===== config.mk =====
export PLATFORM = sky130hd
export DESIGN_NAME = tlptm_ctrl
export DESIGN_NICKNAME = d
export VERILOG_FILES = /design/src/sv/tlptm_pkg.sv /design/src/sv/tlptm_ctrl.sv
export SDC_FILE = /design/constraint.sdc
export NUM_CORES = 1
export LEC_CHECK = 0
export BUFFER_PORTS_ARGS = -buffer_cell sky130_fd_sc_hd__buf_4
export CAP_MARGIN = 20
export CORE_AREA = 2 2 39 41
export CTS_BUF_LIST = sky130_fd_sc_hd__clkbuf_16
export CTS_CLUSTER_DIAMETER = 60
export DETAILED_ROUTE_END_ITERATION = 10
export DIE_AREA = 0 0 41 43
export PLACE_DENSITY = 0.3
export SLEW_MARGIN = 10
export SYNTH_ARGS = -nofsm -noshare
export SYNTH_HDL_FRONTEND = slang
export SYNTH_SLANG_ARGS = --single-unit

===== constraint.sdc =====
create_clock -name i_clk -period 1.72 [get_ports i_clk]
set_clock_uncertainty 0.15 [all_clocks]
set_input_delay 0.086 -clock i_clk [delete_from_list [all_inputs] [get_ports i_clk]]
set_output_delay 0.086 -clock i_clk [all_outputs]
set_load 0.005 [all_outputs]

===== src/sv/tlptm_pkg.sv =====
// ----------------------------------------------------------------------------
// tlptm_pkg
// Shared types and constants of the two-level page table manager: item
// structs, operation and error codes, page entry layout, control structs.
// ----------------------------------------------------------------------------
package tlptm_pkg;

    // address and page geometry
    localparam int ADDR_W           = 32;
    localparam int PAGE_OFFSET_BITS = 12;
    localparam int FRAME_W          = ADDR_W - PAGE_OFFSET_BITS;

    // page entry layout: frame, present, writable, user
    localparam int ENTRY_W      = 23;
    localparam int ENT_PRESENT  = 20;
    localparam int ENT_WRITABLE = 21;
    localparam int ENT_USER     = 22;

    // operation codes
    localparam logic [1:0] OP_TRANSLATE = 2'd0;
    localparam logic [1:0] OP_MAP       = 2'd1;
    localparam logic [1:0] OP_UNMAP     = 2'd2;

    // error codes
    localparam logic [1:0] ERR_OK         = 2'd0;
    localparam logic [1:0] ERR_MISALIGNED = 2'd1;
    localparam logic [1:0] ERR_ALREADY    = 2'd2;
    localparam logic [1:0] ERR_NOT_MAPPED = 2'd3;

    typedef struct packed {
        logic [1:0]        operation;
        logic [ADDR_W-1:0] virtual_address;
        logic [ADDR_W-1:0] physical_address;
        logic              read_only;
        logic              user_access;
    } t_in_item;

    typedef struct packed {
        logic [ADDR_W-1:0] result_address;
        logic [1:0]        err_code;
    } t_out_item;

    // controller to datapath
    typedef struct packed {
        logic clear;   // clearing pass write
        logic load;    // capture item and start table reads
        logic commit;  // write back and load the output register
    } t_ctl_cmd;

    // datapath to controller
    typedef struct packed {
        logic clear_done;  // last entry being cleared
        logic out_free;    // output register can take a result
    } t_ctl_sts;

endpackage


===== src/sv/tlptm_ctrl.sv =====
// ----------------------------------------------------------------------------
// tlptm_ctrl
// Controller: clearing pass after reset, then one item at a time through
// read and write-back.
// ----------------------------------------------------------------------------
module tlptm_ctrl (
    input  logic                i_clk,
    input  logic                i_rst_n,
    input  logic                i_in_valid,
    input  tlptm_pkg::t_ctl_sts i_sts,
    output tlptm_pkg::t_ctl_cmd o_cmd,
    output logic                o_in_stall
);
    import tlptm_pkg::*;

    localparam logic [1:0] ST_CLEAR = 2'd0;
    localparam logic [1:0] ST_IDLE  = 2'd1;
    localparam logic [1:0] ST_EXEC  = 2'd2;

    logic [1:0] r_state;
    logic [1:0] n_state;

    // next state and commands
    always_comb begin
        n_state      = r_state;
        o_cmd        = '0;
        case (r_state)
            ST_CLEAR: begin
                o_cmd.clear = 1'b1;
                if (i_sts.clear_done) begin
                    n_state = ST_IDLE;
                end
            end
            ST_IDLE: begin
                if (i_in_valid) begin
                    o_cmd.load = 1'b1;
                    n_state    = ST_EXEC;
                end
            end
            ST_EXEC: begin
                if (i_sts.out_free) begin
                    o_cmd.commit = 1'b1;
                    n_state      = ST_IDLE;
                end
            end
            default: begin
                n_state = ST_CLEAR;
            end
        endcase
    end

    always_ff @(posedge i_clk) begin
        if (!i_rst_n) begin
            r_state <= ST_CLEAR;
        end else begin
            r_state <= n_state;
        end
    end

    assign o_in_stall = (r_state != ST_IDLE);

endmodule


==> results of run 1 <==
==> where the power goes <==
group	internal [W]	switching (W)	total [W]
clock network	0.000295	0.0000497	0.000345
registers	0.0000506	0.00000545	0.0000561
logic	0.0000243	0.0000120	0.0000364
total	0.000370	0.0000672	0.000438
==> how the worst max path moves through the flow <==
stage                                    to  slack [ns]  depth (start not counted)
finish                           o_in_stall        0.48                          2
global route                       o_cmd[1]        0.38                          3
detailed placement  r_state[0]$_SDFFE_PN0P_        0.65                          3
floorplan           r_state[0]$_SDFFE_PN0P_        0.72                          3
CTS                                o_cmd[1]        0.46                          3
global placement    r_state[0]$_SDFFE_PN0P_        0.67                          3
==> per-stage QoR <==
step / setup slack (ns) / util / hold slack (ns) / cells / instance area, um2
floorplan: 0.7170 / - / 0.05373 / 13 / 107.6
global route: 0.3828 / 0.1971 / 0.05610 / 41 / 272.8
detailed placement: 0.6478 / 0.1356 / 0.1663 / 37 / 187.7
finish: 0.4813 / 0.1971 / 0.04128 / 41 / 272.8
CTS: 0.4570 / 0.1971 / 0.04317 / 41 / 272.8
global placement: 0.6658 / 0.1356 / 0.1624 / 37 / 187.7
==> placed cells by master, fill, tap and decap left out, drive strengths merged <==
master       n
dfxtp        2
nor3b        2
inv          1
buf          8
or2b         1
dlygate4sd3  1
o21a         2
nor2         2
clkbuf       3
o21ai        1
nand2        1
o211a        1
==> logic make-up after synthesis <==
group,after synthesis,share of synthesized area
buffers and inverters,1,0.03485
and+or+nand+nor,6,0.3139
DFF,2,0.3721
AOI/OAI and AO/OA,4,0.2790
==> worst min-delay path, stage by stage <==
cell     delay [ns]
buf_4          0.08
nor3b_1        0.04
o21a_1         0.15
==> per-layer routing <==
layer / up-vias / routed length (um) / global-route usage
met1: 52 / 182 / 0.07029
met4: 0 / 0 / 0.06000
met5: - / 0 / 0
met2: 9 / 109 / 0.04375
li1: 70 / - / -
met3: 0 / 40 / 0.03141
==> final cells by class <==
cell class	instances	area, um2
clock buffer	3	75.07
fill	154	1111
inverter	1	3.754
multi-input combinational	10	63.81
sequential	2	40.04
tap	16	20.02
timing repair buffer	9	70.07
==> flow_summary_export.csv, run 1 <==
group,metric,value,unit
setup_path,critPathLaunch,"r_state[0]$_SDFFE_PN0P_",
setup_path,end_kind,"output pin",
setup_path,path_class,"register to output pin",
floorplan,die_x,41,um
timing,report.final.slew_viol_count,0,
place,place.gp.congestion,0.5529,
global_routing,track_usage,0.05110,
setup_path,path_max_fanout,7,
floorplan,die_y,43,um
logic_synthesis,netlist_top_cells_count,"dfxtp_1, nor2_1, nor3b_1, o21a_1",
logic_synthesis,synthesis.area,107.6,um2
run,cap_viol_max_count,0,
timing,setup_violations,0,
route,first_iter_violations,0,
logic_synthesis,ys_types,9,
setup_path,slowest_delay,0.40,ns
cts,numCtsBuffers,3,
route,routed_wl,332,um
hold_path,worstHoldPathCells,3,
route,wl_per_cell,8.098,um
floorplan,dieArea,1763,um2
power,total_power,0.0004376,W
cells_and_area,reg_top3,"r_state (2)",
setup_path,worstPathBufferInverterCount,1,
global_routing,grt_pass1_vias,135,
route,firstDrtPassIters,1,
timing,period_needed,1.239,ns
setup_path,crit_slowest_cell,"dfxtp_1",
timing,worst_slew_pin_slew,0.1917,ns
timing,fin_tns_setup,0,ns
route,via_count,131,
setup_path,path_cells,"or2b_1, buf_4",
setup_path,worst_setup_path_start_kind,"register",
logic_synthesis,seq_area_frac_synth,0.3721,
floorplan,pin_count,9,
timing,fmax,807.3,MHz
setup_path,crit_required,1.48,ns
logic_synthesis,synth-async-reset-ratio,0,
timing,fin_crit_sh,0.7202,
cts,clk_pin_slew,0.03,ns
logic_synthesis,synth_area_leaders,"dfxtp_1, nor3b_1, o21a_1",
power,p_leak,0.1302,nW
route,drc_errors,0,
outcome,status,"completed",
cts,h-tree-depth,1,
cts,clock_latency,0.22,ns
floorplan,initial_core_util,0.07776,
timing,rsz0062_at_grt,"no",
cts,post_cts_buffers,0,
cells_and_area,regMostFlops,"r_state",
setup_path,crit_arrival,1.00,ns
global_routing,antenna_found_initial,0,
setup_path,timing.rr.end,"r_state[0]$_SDFFE_PN0P_",
logic_synthesis,synth-seq-cells,2,
cells_and_area,syn2layout_area_growth,153.5,%
cells_and_area,layout.nets,32,
power,powerDensity,1604,nW/um2
logic_synthesis,ys.flop_type,"dfxtp_1",
cells_and_area,drive_gt1_frac,0.4400,
floorplan,fp.coreArea,1384,um2
timing,hold_violations,0,
cts,clock_tree.root_cell,"clkbuf_16",
setup_path,rr_startpoint,"r_state[0]$_SDFFE_PN0P_",
logic_synthesis,avgSynthCellArea,8.277,um2
cts,hold_buffers,1,
timing,slew_headroom,0.8720,
cells_and_area,largest_reg_flops,2,
place,portBuffers,8,
setup_path,r2r_slack,0.66,ns
cts,clkSinkCount,2,
hold_path,hp-start,"i_sts[0]",
global_routing,grt_max_degree,8,
setup_path,cp_top_family,"flip-flops",
logic_synthesis,synth_enable_flop_cells,0,
logic_synthesis,yosysWarnings,0,
global_routing,overflow,0,
route,ant_nets,0,
logic_synthesis,synth.top_cell.area_share,0.3721,
setup_path,reg2reg_depth,3,
hold_path,hold_class,"primary input to register",
cts,cts_buffer_depth,2,
logic_synthesis,synth_nets,18,
cells_and_area,diodes,0,
place,dp_hpwl,263.8,um
logic_synthesis,yosys.area.top_type,"dfxtp_1",
cts,cts_tree,"yes",
floorplan,fp-row-count,14,
hold_path,worst_hold_path.endpoint,"r_state[1]$_SDFFE_PN0P_",
cts,ctsResizeCount,0,
power,ir_drop,0.0004846,V
route,vias_per_cell,3.195,
global_routing,grt_pass1_wl,545,um
logic_synthesis,synthCells,13,
(Power assumes the default switching activity.)
==> inputs of run 2 (changes only) <==
ABC_AREA = 1   (was not set)
clock period = 1.2 ns   (was 1.72 ns; I/O delays follow)
==> run 2 against run 1 <==
- via count rose by 19%
- non-clock buffer count increased by 1
- critical path depth grew 2
- count of clock-buffer cells in the layout unchanged
- setup slack worse by 0.40 ns
- synthesized area grew 1.2%
- combinational power grew 53%
- sequential power rose by 43%
- hold slack got worse by 0.027 ns
- critical endpoint is now o_cmd[1]
- largest cell class is now non-clock buffers
- largest power group unchanged
==> flow_summary_export.csv, run 2 <==
group,metric,value,unit
route,via_count,156,
timing,period_needed,1.120,ns
global_routing,track_usage,0.05205,
global_routing,overflow,0,
route,wl_per_cell,7.532,um
place,preCtsSetupSlack,0.2507,ns
cts,cts_buffer_depth,2,
floorplan,die_y,43,um
logic_synthesis,synth_nets,23,
cts,clock_latency,0.22,ns
power,p_leak,0.1489,nW
setup_path,path_class,"register to output pin",
timing,fin_crit_sh,0.9330,
power,powerDensity,2178,nW/um2
cells_and_area,layout.nets,38,
logic_synthesis,avgSynthCellArea,6.047,um2
route,routed_wl,354,um
floorplan,fp.coreArea,1384,um2
setup_path,critPathLaunch,"r_state[1]$_SDFFE_PN0P_",
floorplan,die_x,41,um
cells_and_area,n_fill_cell,144,
cts,post_cts_buffers,0,
logic_synthesis,yosysWarnings,0,
global_routing,grt_max_degree,7,
cts,cts_tree,"yes",
logic_synthesis,ys_types,8,
timing,report.final.slew_viol_count,0,
logic_synthesis,netlist_top_cells_count,"inv_1, nand2_1, dfxtp_1, nand3_1, nor2_1",
timing,hold_violations,0,
global_routing,antenna_found_initial,0,
timing,postLayoutSetupSlackWorst,0.08036,ns
floorplan,fp-row-count,14,
logic_synthesis,synth.top_cell.area_share,0.3678,
cells_and_area,diodes,0,
setup_path,end_kind,"output pin",
setup_path,crit_slowest_cell,"dfxtp_2",
cts,clk_pin_slew,0.03,ns
setup_path,path_cells,"inv_1, nand3_1, inv_1, buf_4",
route,vias_per_cell,3.319,
cts,h-tree-depth,1,
timing,fin_tns_setup,0,ns
cts,numCtsBuffers,3,
floorplan,dieArea,1763,um2
logic_synthesis,yosysMostFrequentCell,"inv_1",
timing,worst_slew_pin_slew,0.1366,ns
hold_path,hp-start,"i_sts[1]",
cts,clock_tree.root_cell,"clkbuf_16",
floorplan,initial_core_util,0.07866,
floorplan,pin_count,9,
logic_synthesis,seq_area_frac_synth,0.3678,
cells_and_area,syn2layout_area_growth,167.8,%
setup_path,worst_setup_path_start_kind,"register",
global_routing,grt_pass1_wl,517,um
power,ir_drop,0.0008678,V
cells_and_area,reg_top3,"r_state (2)",
setup_path,timing.critical_path.mode_cell,"inv_1",
run,cap_viol_max_count,0,
global_routing,grt_pass1_vias,131,
logic_synthesis,synth-seq-cells,2,
timing,slew_headroom,0.9080,
cells_and_area,layout_commonest_cell,"buf_4",
cells_and_area,largest_reg_flops,2,
place,portBuffers,8,
cells_and_area,final_cell_mix,"buf_4, inv_1, nand2_1",
logic_synthesis,synth-async-reset-ratio,0,
route,first_iter_violations,8,
timing,rsz0062_at_grt,"no",
timing,fmax,893.1,MHz
timing,setup_violations,0,
setup_path,slowest_delay,0.32,ns
cells_and_area,regMostFlops,"r_state",
logic_synthesis,ys.flop_type,"dfxtp_1",
logic_synthesis,synth_enable_flop_cells,0,
route,firstDrtPassIters,4,
power,total_power,0.0006351,W
place,dp_hpwl,259.6,um
logic_synthesis,synthCells,18,
setup_path,crit_arrival,0.91,ns
logic_synthesis,yosys.area.top_type,"dfxtp_1",
setup_path,path_max_fanout,4,
setup_path,rr_startpoint,"r_state[1]$_SDFFE_PN0P_",
cts,clkSinkCount,2,
setup_path,crit_required,0.99,ns
route,drc_errors,0,
place,place.gp.congestion,0.6146,
hold_path,hold_class,"primary input to register",
logic_synthesis,synth_area_leaders,"dfxtp_1, inv_1, nand2_1",
logic_synthesis,synthesis.area,108.9,um2
timing,worst_hold_slack,0.01386,ns
route,ant_nets,0,
outcome,status,"completed",
cells_and_area,drive_gt1_frac,0.4516,
run 2: changes by cell type in the layout (fill, tap and decap cells not counted), sizes merged, moves of 2 or more:
cell,change
inv,+4
nor3b,-2
nand3,+2
o21a,-2
nand2,+3
run 2: per-layer routing:
layer	track usage	vias to the layer above	part of all wire
met1	0.05732	60	0.47
li1	-	82	-
met4	0.08000	0	0.042
met2	0.04063	12	0.28
met3	0.04712	2	0.20
met5	0	-	0
run 2: final cells by class:
class | count | area (um2) | share of cell area
Clock buffer | 3 | 75.07 | 0.2575
Inverter | 5 | 18.77 | 0.06438
Multi-Input combinational cell | 11 | 55.05 | 0.1888
Sequential cell | 2 | 42.54 | 0.1459
Tap cell | 16 | 20.02 | 0.06867
Timing Repair Buffer | 10 | 80.08 | 0.2747
run 2: logic make-up after synthesis:
| group | count (synthesis) | share of synthesized area |
|---|---|---|
| buffers and inverters | 5 | 0.1724 |
| AOI/OAI and AO/OA | 2 | 0.1149 |
| DFF | 2 | 0.3678 |
| and+or+nand+nor | 9 | 0.3448 |
run 2: repair_timing:
action	in CTS	in global routing
gates resized for setup	0	3
endpoints found under the hold margin	2	0
setup endpoints to repair	0	2
hold buffers	2	0
run 2: per-stage QoR:
stage	instances	util	instance area [um2]
after floorplan	18	-	108.9
after global placement	42	0.1365	188.9
after detailed placement	42	0.1365	188.9
after CTS	47	0.2052	284.0
after global routing	47	0.2107	291.5
final	47	0.2107	291.5
run 2: critical path: cells and delay by family (launching register included):
| family | cells | cell delay, ns |
|---|---|---|
| buffers and inverters | 3 | 0.27 |
| DFF | 1 | 0.32 |
| and+or+nand+nor | 1 | 0.10 |
run 2: worst paths after layout:
path                             endpoint  slack (ns)  cells after the start
hold reg to reg   r_state[1]$_SDFFE_PN0P_        0.38                      2
setup / recovery                 o_cmd[1]        0.08                      4
hold / removal    r_state[0]$_SDFFE_PN0P_        0.01                      5
setup reg to reg  r_state[1]$_SDFFE_PN0P_        0.29                      3
run 2: report_power, final:
part	switching [W]	internal, W	total (W)
sequential	0.00000666	0.0000735	0.0000802
clock	0.0000755	0.000424	0.000499
combinational	0.0000220	0.0000336	0.0000556
